--- src/design/ted_pkg.sv ---
`timescale 1ns / 1ps

package ted_pkg;

  // Parser position inside an escape sequence
  typedef enum logic [3:0] {
    ST_IDLE     = 4'd0,
    ST_ESC      = 4'd1,
    ST_SS3      = 4'd2,
    ST_CSI      = 4'd3,
    ST_MBTN     = 4'd4,
    ST_MX       = 4'd5,
    ST_MY       = 4'd6,
    ST_ONE      = 4'd7,
    ST_ONE_TAIL = 4'd8,
    ST_TWO      = 4'd9,
    ST_TWO_TAIL = 4'd10,
    ST_CSI_TAIL = 4'd11
  } state_t;

  typedef enum logic [1:0] {
    KIND_PLAIN   = 2'd0,
    KIND_SPECIAL = 2'd1,
    KIND_MOUSE   = 2'd2,
    KIND_QUIT    = 2'd3
  } kind_t;

  localparam logic [7:0] CH_QUIT   = 8'd3;
  localparam logic [7:0] CH_ESC    = 8'd27;
  localparam logic [7:0] CH_SS3    = 8'd79;
  localparam logic [7:0] CH_CSI    = 8'd91;
  localparam logic [7:0] CH_MOUSE  = 8'd77;
  localparam logic [7:0] CH_TILDE  = 8'd126;
  localparam logic [7:0] CH_ONE    = 8'd49;
  localparam logic [7:0] CH_TWO    = 8'd50;
  localparam logic [7:0] FKEY_OFS  = 8'd80;
  localparam logic [7:0] MOUSE_OFS = 8'd33;
  localparam logic [7:0] FKEY_GAP  = 8'd53;
  localparam logic [7:0] CSI_FINAL = 8'd64;

  localparam int          FifoDepth = 4;
  localparam int          PtrW      = $clog2(FifoDepth);
  localparam int          CntW      = $clog2(FifoDepth + 1);

  typedef struct packed {
    kind_t      kind;
    logic [7:0] key;
    logic [7:0] btn;
    logic [7:0] mx;
    logic [7:0] my;
    logic       last;
  } result_t;

  // Everything one byte does to the parser
  typedef struct packed {
    logic [1:0] n;
    result_t    res0;
    result_t    res1;
    state_t     state;
    logic [7:0] code;
    logic [7:0] button;
    logic [7:0] column;
  } step_t;

endpackage

--- src/design/ted_decode.sv ---
`timescale 1ns / 1ps

module ted_decode import ted_pkg::*; (
  input  state_t     state,
  input  logic [7:0] held_code,
  input  logic [7:0] held_button,
  input  logic [7:0] held_column,
  input  logic [7:0] rx_byte,
  output step_t      step
);

  function automatic result_t mk_key(kind_t kind, logic [7:0] key);
    result_t r;
    r      = '0;
    r.kind = kind;
    r.key  = key;
    return r;
  endfunction

  logic [7:0] one_code;
  assign one_code = rx_byte - CH_ONE - ((rx_byte > FKEY_GAP) ? 8'd1 : 8'd0);

  always_comb begin
    step        = '0;
    step.state  = ST_IDLE;
    step.code   = held_code;
    step.button = held_button;
    step.column = held_column;
    case (state)
      ST_ESC: begin
        if (rx_byte == CH_SS3) begin
          step.state = ST_SS3;
        end else if (rx_byte == CH_CSI) begin
          step.state = ST_CSI;
        end else begin
          // lone ESC comes out as a key, then the byte is decoded from idle
          step.res0 = mk_key(KIND_PLAIN, CH_ESC);
          if (rx_byte == CH_QUIT) begin
            step.res1 = mk_key(KIND_QUIT, 8'd0);
            step.n    = 2'd2;
          end else if (rx_byte == CH_ESC) begin
            step.state = ST_ESC;
            step.n     = 2'd1;
          end else begin
            step.res1 = mk_key(KIND_PLAIN, rx_byte);
            step.n    = 2'd2;
          end
        end
      end
      ST_SS3: begin
        step.res0 = mk_key(KIND_SPECIAL, rx_byte - FKEY_OFS);
        step.n    = 2'd1;
      end
      ST_CSI: begin
        if (rx_byte == CH_MOUSE) begin
          step.state = ST_MBTN;
        end else if (rx_byte == CH_ONE) begin
          step.state = ST_ONE;
        end else if (rx_byte == CH_TWO) begin
          step.state = ST_TWO;
        end else if (rx_byte > CSI_FINAL) begin
          step.res0 = mk_key(KIND_SPECIAL, rx_byte);
          step.n    = 2'd1;
        end else begin
          step.code  = rx_byte;
          step.state = ST_CSI_TAIL;
        end
      end
      ST_MBTN: begin
        step.button = rx_byte;
        step.state  = ST_MX;
      end
      ST_MX: begin
        step.column = rx_byte - MOUSE_OFS;
        step.state  = ST_MY;
      end
      ST_MY: begin
        step.res0.kind = KIND_MOUSE;
        step.res0.btn  = held_button;
        step.res0.mx   = held_column;
        step.res0.my   = rx_byte - MOUSE_OFS;
        step.n         = 2'd1;
      end
      ST_ONE: begin
        if (rx_byte == CH_TILDE) begin
          step.res0 = mk_key(KIND_SPECIAL, CH_ONE);
          step.n    = 2'd1;
        end else begin
          step.code  = one_code;
          step.state = ST_ONE_TAIL;
        end
      end
      ST_ONE_TAIL, ST_CSI_TAIL: begin
        step.res0 = mk_key(KIND_SPECIAL, held_code);
        step.n    = 2'd1;
      end
      ST_TWO: begin
        if (rx_byte == CH_TILDE) begin
          step.res0 = mk_key(KIND_SPECIAL, CH_TWO);
          step.n    = 2'd1;
        end else begin
          step.state = ST_TWO_TAIL;
        end
      end
      ST_TWO_TAIL: begin
        step.state = ST_IDLE;
      end
      default: begin
        if (rx_byte == CH_QUIT) begin
          step.res0 = mk_key(KIND_QUIT, 8'd0);
          step.n    = 2'd1;
        end else if (rx_byte == CH_ESC) begin
          step.state = ST_ESC;
        end else begin
          step.res0 = mk_key(KIND_PLAIN, rx_byte);
          step.n    = 2'd1;
        end
      end
    endcase
    step.res0.last = (step.n == 2'd1);
    step.res1.last = 1'b1;
  end

endmodule

--- src/design/terminal_escape_input_decoder_core.sv ---
`timescale 1ns / 1ps
// Channel | Ports                                   | Beat
// in      | in_valid, in_ready, in_rx_byte          | one terminal byte
// out     | out_valid, out_ready, out_event_kind,   | one event
//         | out_key_code, out_mouse_*, out_last     |
// A byte is decoded in the cycle it is accepted; its events reach the output
// queue at that edge and are offered from the next cycle, one per cycle while out_ready is high.
// One byte per cycle is taken while the 4-entry event queue has two free slots;
// an ESC followed by an ordinary byte yields two events, but the ESC itself gave
// none, so with out_ready high input is never held back.
// rst_n (synchronous) returns the parser to idle and empties the queue.
// out_ready low only stalls input once the queue has fewer than two free slots.

module terminal_escape_input_decoder_core import ted_pkg::*; (
  input  logic       clk,
  input  logic       rst_n,
  input  logic       in_valid,
  output logic       in_ready,
  input  logic [7:0] in_rx_byte,
  output logic       out_valid,
  input  logic       out_ready,
  output logic [1:0] out_event_kind,
  output logic [7:0] out_key_code,
  output logic [7:0] out_mouse_button,
  output logic [7:0] out_mouse_x,
  output logic [7:0] out_mouse_y,
  output logic       out_last
);

  state_t          state_r;
  logic [7:0]      held_code_r, held_button_r, held_column_r;
  step_t           step;
  result_t         fifo_r [FifoDepth];
  logic [PtrW-1:0] head_r;
  logic [CntW-1:0] count_r, count_nxt;
  logic [PtrW-1:0] tail0, tail1;
  logic            in_fire, out_fire;
  logic [CntW-1:0] push_n;
  result_t         head_res;

  ted_decode u_dec (
    .state       (state_r),
    .held_code   (held_code_r),
    .held_button (held_button_r),
    .held_column (held_column_r),
    .rx_byte     (in_rx_byte),
    .step        (step)
  );

  assign in_ready = (count_r <= CntW'(FifoDepth - 2));
  assign in_fire  = in_valid && in_ready;
  assign out_valid = (count_r != '0);
  assign out_fire  = out_valid && out_ready;
  assign push_n    = in_fire ? CntW'(step.n) : '0;
  assign tail0     = head_r + count_r[PtrW-1:0];
  assign tail1     = tail0 + PtrW'(1);
  assign count_nxt = count_r + push_n - (out_fire ? CntW'(1) : CntW'(0));

  always_ff @(posedge clk) begin
    if (!rst_n) begin
      state_r       <= ST_IDLE;
      held_code_r   <= '0;
      held_button_r <= '0;
      held_column_r <= '0;
      head_r        <= '0;
      count_r       <= '0;
    end else begin
      if (in_fire) begin
        state_r       <= step.state;
        held_code_r   <= step.code;
        held_button_r <= step.button;
        held_column_r <= step.column;
      end
      if (out_fire) begin
        head_r <= head_r + PtrW'(1);
      end
      count_r <= count_nxt;
    end
  end

  always_ff @(posedge clk) begin
    if (in_fire && step.n != 2'd0) begin
      fifo_r[tail0] <= step.res0;
    end
    if (in_fire && step.n == 2'd2) begin
      fifo_r[tail1] <= step.res1;
    end
  end

  assign head_res         = fifo_r[head_r];
  assign out_event_kind   = head_res.kind;
  assign out_key_code     = head_res.key;
  assign out_mouse_button = head_res.btn;
  assign out_mouse_x      = head_res.mx;
  assign out_mouse_y      = head_res.my;
  assign out_last         = head_res.last;

  a_count_bound: assert property (@(posedge clk) disable iff (!rst_n)
    count_r <= CntW'(FifoDepth))
    else $error("event queue overfilled");

  a_pair_first_not_last: assert property (@(posedge clk) disable iff (!rst_n)
    (in_fire && step.n == 2'd2) |-> (!step.res0.last && step.res1.last))
    else $error("two-event byte marked wrong");

  a_empty_holds: assert property (@(posedge clk) disable iff (!rst_n)
    (count_r == '0 && !in_fire) |=> (count_r == '0))
    else $error("event appeared without an input beat");

  a_quit_single: assert property (@(posedge clk) disable iff (!rst_n)
    (in_fire && state_r == ST_IDLE && in_rx_byte == CH_QUIT) |=>
      (state_r == ST_IDLE && count_r != '0))
    else $error("quit byte mishandled");

endmodule

--- config.mk ---
export PLATFORM = sky130hd
export DESIGN_NAME = terminal_escape_input_decoder_core
export DESIGN_NICKNAME = d
export VERILOG_FILES = /design/src/design/ted_pkg.sv /design/src/design/ted_decode.sv /design/src/design/terminal_escape_input_decoder_core.sv
export SDC_FILE = /design/constraint.sdc
export NUM_CORES = 1
export LEC_CHECK = 0
export BUFFER_PORTS_ARGS = -buffer_cell sky130_fd_sc_hd__buf_4
export CORE_MARGIN = 2
export CORE_UTILIZATION = 43
export DETAILED_ROUTE_END_ITERATION = 7
export GPL_TIMING_DRIVEN = 0
export PLACE_DENSITY = 0.65
export REMOVE_ABC_BUFFERS = 1
export SLEW_MARGIN = 15
export SYNTH_ARGS = -nofsm -noshare
export SYNTH_HDL_FRONTEND = slang
export SYNTH_SLANG_ARGS = --single-unit
--- constraint.sdc ---
create_clock -name clk -period 6.5 [get_ports clk]
set_input_delay 0.65 -clock clk [delete_from_list [all_inputs] [get_ports clk]]
set_output_delay 0.65 -clock clk [all_outputs]
set_load 0.005 [all_outputs]
# Yosys cells after proc, flatten, opt, wreduce, memory -nomap -nowiden

Memory sizes are Yosys's and may differ from the RTL's. A register that Yosys moved wholly into a read port is not among the register bits.
Index checks and enable logic that the tools add are counted.
W data, S select, Z words.

Add/sub/neg operators: 9
Reduce and logical (&&, ||, !) cells: 16
Eq/ne operators: 26
Multiplexer cells: 42
Order comparisons: 3

Operators by type and width:

| cell                  | number |
|---|---|
| $mux W36              | 6 |
| $mux W72              | 2 |
| $pmux W24 S6          | 1 |
| $mux W37              | 2 |
| $mux W35              | 2 |
| $pmux W4 S7           | 2 |
| $pmux W8 S7           | 1 |
| $mux W33              | 1 |
| $eq A8 B7 Y1 const B  | 4 |
| $mux W12              | 2 |
| $mux W4               | 6 |
| $mux W8               | 3 |
| $eq A4 B3 Y1 const B  | 4 |
| $eq A4 B4 Y1 const B  | 4 |
| $eq A8 B6 Y1 const B  | 2 |
| $pmux W8 S2           | 1 |
| $sub A8 B6 Y8 const B | 2 |
| $mux W2               | 5 |
| $ne A2 B2 Y1 const B  | 5 |
| $eq A4 B2 Y1 const B  | 2 |
| $eq A8 B2 Y1 const B  | 1 |
| $eq A8 B5 Y1 const B  | 1 |
| $gt A8 B6 Y1 const B  | 1 |
| $gt A8 B7 Y1 const B  | 1 |
| 21 further kinds      | 35 |

Output and inout bits: 37
Memories kept: 1
Bits of input ports: 12
Logic and storage cells: 103
RAM bits: 140
Flip-flop bits (word level): 33

Memory list:

| memory | words | width | read ports | clocked after memory_dff | write ports | line                                     | RTL |
|---|---|---|---|---|---|---|---|
| fifo_r | 4     | 35    | 1          | 1                        | 2           | terminal_escape_input_decoder_core.sv:33 | `result_t fifo_r [FifoDepth];` |

# Depth between registers and ports, before layout

Word-level depth: 10
Gate-level depth with buffers: 15
Mapped depth without buffers: 14

# Modules after synthesis

Synthesis repeated with hierarchy kept, for this count alone.

Cell total of the unflattened synthesis: 828
Area total of the unflattened synthesis: 10,528.8 µm²

By module, submodules not included:

| module                             | sequential area each (µm²) | cells each | instances | area each (µm²) |
|---|---|---|---|---|
| terminal_escape_input_decoder_core | 4,904.7                    | 518        | 1         | 8,453.1 |
| ted_decode                         | 0.0                        | 310        | 1         | 2,075.7 |

# Worst setup path before layout

No wires, ideal clock.

Path type: input-to-reg
From: input port in_rx_byte[4]
To: register count_r[2]
Cell stages on the path: 15
Data arrival time: 3.542 ns
Slack: 2.843 ns
Path through: clkbuf_1 inv_1 ha_1 and4b_1 and2_1 o41ai_1 o31a_1 inv_2 ha_1 inv_1 ha_1 fa_1 xnor2_1 xnor2_1 and2_1

Word-level cells in the longest chain between the ends: 9

RTL lines:

| element                                      | line                                                  | RTL |
|---|---|---|
| start: declaration                           | terminal_escape_input_decoder_core.sv:19              | `input logic [7:0] in_rx_byte,` |
| $gt A8 B7 Y1 or $eq A8 B5 Y1 (tied branches) | ted_decode.sv:61, ted_decode.sv:41, ted_decode.sv:112 |  |
| $mux W36 or $mux W2 (tied branches)          | ted_decode.sv:61, ted_decode.sv:41                    |  |
| $mux W36 or $mux W2 (tied branches)          | ted_decode.sv:59, ted_decode.sv:38                    |  |
| $mux W37 or $mux W72 (tied branches)         | ted_decode.sv:57, ted_decode.sv:33                    |  |
| $mux W37 or $mux W72 (tied branches)         | ted_decode.sv:55, ted_decode.sv:31                    |  |
| $pmux W4 S7 (*)                              | ted_decode.sv:29                                      | `case (state)` |
| $mux W2 (*)                                  | terminal_escape_input_decoder_core.sv:54              | `assign push_n = in_fire ? CntW'(step.n) : '0;` |
| $add A3 B2 Y3 (*)                            | terminal_escape_input_decoder_core.sv:57              | `assign count_nxt = count_r + push_n - (out_fire ? CntW'(1) : CntW'(0));` |
| $sub A3 B1 Y3 (*)                            | terminal_escape_input_decoder_core.sv:57              |  |
| end signal: assignment                       | terminal_escape_input_decoder_core.sv:77              | `count_r <= count_nxt;` |
| end: declaration                             | terminal_escape_input_decoder_core.sv:35              | `logic [CntW-1:0] count_r, count_nxt;` |

Every way passes the cells marked *; elsewhere a longest branch is shown, timed or not.
A chain may end at the register's enable or synchronous reset.

==> results.md <==
- Status: completed
- Post-synthesis instance area: ~9000 sq um
- Post-DP HPWL: 15190 um
- Sequential fraction of the synthesis area: 43.72%
- Max cap viols: 0
- Reg area: 3909 sq um
- CTS buffer count: 17
- Yosys warns: 0
- Top FF cell, synth: dfxtp_1
- Clock Sinks: 175
- Die height: 148.1 um
- RSZ-0062 raised after global routing: no
- Crit path launch type: input port
- Iteration-0 DRC Markers: 509
- Mean routed wirelength per cell: 19.36 um
- Skew final: 0.009733 ns
- Area of the multi-input gates: 4656 sq um
- Vias per inst: 5.708
- Final Hold Fails: 0
- Internal power: between 0.002 and 0.0025 W
- PostCTS Resize Cnt: 0
- Crit path cell chain: buf_4, inv_1, ha_1, and4b_1, a221oi_4, and3_1, inv_4, or2_2, buf_16, nand2_1
- Post-route DRC: 0
- Layout Nets: slightly above 900
- Clock Tree Root: clkbuf_16
- CTS tree: yes
- Fin area: 10220 sq um
- Hold buffer count at CTS: 0
- Worst EP arrival: around 4.1 ns
- Pin count of the biggest net entering global routing: 22
- Synth Instances: around 860
- Pleak: roughly 4.3 nW
- Flop and latch count out of synthesis: 175
- Post-synth EDFFs: 40
- WP buf/inv: 4
- Top-area cell type share of the netlist area: 30.26%
- Initial antenna violation count: 0
- Worst Hold Class: reg -> reg
- I/O Buffers: 48
- Sum Neg Setup Slack: 0 ns
- Syn_area_per_cell: 10.43 sq um
- Worst vdd ir: 0.1917 mV
- Post-Place Cells: 1131
- Net Sw Power: 0.001023 W
- Final worst-path cycle share: 62.00%
- Clk slew on worst S/H paths: around 0.060 ns
- Number of fill cells: about 1.9k
- Slowest-stage cell, CP: and3_1
- Clock share of power: 31.6%
- Synth unique cells: 67
- Crit Path Max Fanout: 21
- Slew @ Worst Pin: 0.9596 ns
- Die area: 21940 sq um
- Pwr per Cell Area: 321.4 nW/um^2
- Worst EP required: approximately 6.6 ns
- Post-synth top area cell: dfxtp_1
- Setup CP Type: in -> reg
- Combinational share of power: about 29%
- Worst-Skew Late Latency: 0.43 ns
- Post-synth ARST share: 0%
- Post-layout utilization of the core: between 50 and 60%
- Area Growth Syn to Fin: 14.45%
- Critical Path Max Stage Delay: 0.63 ns
- Sequential share of power: approximately 40%
- Slew Limit Fails: 0
- Post-Route WL: roughly 22000 um
- Layout cell share with drive strength beyond 1: 16.72%
- CTS Buffer Depth: 2
- Global-route wire length before repair: between 30000 and 40000 um
- H-tree levels: 4
- Layout Cells excl Fill: approximately 1.2k
- Max Freq: roughly 250 MHz
- Die W: 148.1 um
- # rows: 52
- Total gr overflow: 0
- # diodes: 0
- Via Count: 6627
- Final ANT Viol Nets: 0
- Vias in the first global route: 6543
- Routability cong.: 0.8633
- DRT Pass-1 Iters: 5
- Ports: 49
- Switching share of power: 31.15%
- Post-CTS repair timing setup buffer count: 0
- Core outline area: 20300 sq um
- Initial Utilization: between 40% and 50%
- Largest cells by area after synthesis: dfxtp_1 (30%), edfxtp_1 (13%), mux2i_1 (11%)
- # setup viols final: 0
- Cell family with most CP delay: simple AND/OR/NAND/NOR gates
- CP Capture Type: register
- GRT Overall Usage: 21.13%
- Final min period: 4.030 ns
- Placed instance area: ~9600 sq um
- Worst slew margin: 34.37%
==> flip-flops by register name, summed over array words and instances (netlist names), named ones only <==
| signal | flops |
|---|---|
| held_column_r | 8 |
| state_r | 4 |
| fifo_r | 140 |
| count_r | 3 |
| held_code_r | 8 |
| head_r | 2 |
| held_button_r | 8 |
==> metrics by stage <==
stage / setup slack, ns / total power, W / hold WS, ns
after floorplan: 2.365 / 0.001905 / 0.4345
after detailed placement: 2.065 / 0.002274 / 0.4513
after global routing: 2.275 / 0.003427 / 0.4739
after CTS: 2.522 / 0.003303 / 0.4602
final: 2.470 / 0.003285 / 0.4560
after global placement: 0.4633 / 0.002200 / 0.4422
==> cell usage after synthesis (all sizes together) (7+ instances only) <==
cell type / instances
nand2: 161
dfxtp: 135
mux2i: 100
nor2: 42
edfxtp: 40
mux4: 35
o22ai: 34
ha: 31
a21oi: 30
buf: 28
clkbuf: 28
inv: 21
nand2b: 15
o21ai: 12
nor2b: 11
xnor2: 11
and2: 10
nor3: 9
nand3: 8
a221oi: 7
==> path summary, 6_finish.rpt <==
kind,slack [ns],end,from,cells past startpoint
setup / recovery,2.47,fifo_r[0][27],in_rx_byte[5],10
hold / removal,0.46,fifo_r[2][24],fifo_r[2][24],2
setup reg to reg,2.58,fifo_r[0][27],state_r[0],7
hold reg to reg,0.46,fifo_r[2][24],fifo_r[2][24],2
==> cell families (layout without fill, tap and decap cells) <==
family,after synthesis,after routing,synth area share [%]
buf+inv,78,113,4.526
compound gates,141,141,11.49
fa+ha+maj,33,33,4.792
simple gates,279,279,13.97
mux,135,135,20.04
flops,175,175,43.72
xor+xnor,15,15,1.471
==> placed cells by master, fill, tap and decap left out, drive strengths merged, types with 3 or more instances in the layout <==
cell type,synthesis,final
o21ai,12,12
buf,28,61
inv,21,24
a221o,3,3
nor2,42,42
xnor2,11,11
mux4,35,35
a221oi,7,7
nand2b,15,15
xor2,4,4
mux2i,100,100
a21oi,30,30
a21o,5,5
o31a,5,5
nand2,161,161
ha,31,31
a21boi,4,4
and2,10,10
or3,4,4
nor3,9,9
o211ai,5,5
a31oi,4,4
a211oi,5,5
clkbuf,28,23
and3,5,5
and4b,3,3
a22o,3,3
nor2b,11,11
edfxtp,40,40
nand3,8,8
dfxtp,135,135
clkinv,1,3
o22ai,34,34
or2,3,3
==> power groups by stage <==
stage | Sequential [W] | Clock, W | Combinational [W]
2_1_floorplan | 0.00131 | 0 | 0.000591
3_3_place_gp | 0.00135 | 0 | 0.000846
3_5_place_dp | 0.00132 | 0 | 0.000955
4_1_cts | 0.00129 | 0.00105 | 0.000957
5_1_grt | 0.00131 | 0.00109 | 0.00103
6_report | 0.00129 | 0.00104 | 0.000953
==> metal layers <==
layer | GRT usage (%) | wire, um | vias up | share of wire [%]
met5 | 0 | 0 | - | 0
met4 | 7.238 | 327 | 0 | 1.5
met2 | 33.17 | 10650 | 200 | 47
li1 | - | - | 3142 | -
met1 | 29.69 | 10290 | 3254 | 46
met3 | 3.620 | 1208 | 31 | 5.4
==> cell type report <==
cell class              count  share of cell area (%)
inverters                  22                  0.8325
clock inverters             7                  0.9672
well taps                 270                   3.306
flip-flops and latches    175                   38.25
clock buffers              23                   4.824
multi-input cells         603                   45.56
repair buffers             61                   6.268
==> worst reg2reg max path, delay by kind of cell, from the launching register on <==
kind / cells / cell delay (ns)
AOI/OAI and AO/OA: 1 / 0.42
buffers and inverters: 2 / 0.39
DFF: 1 / 0.62
and+or+nand+nor: 4 / 2.13
(Power assumes the default switching activity.)
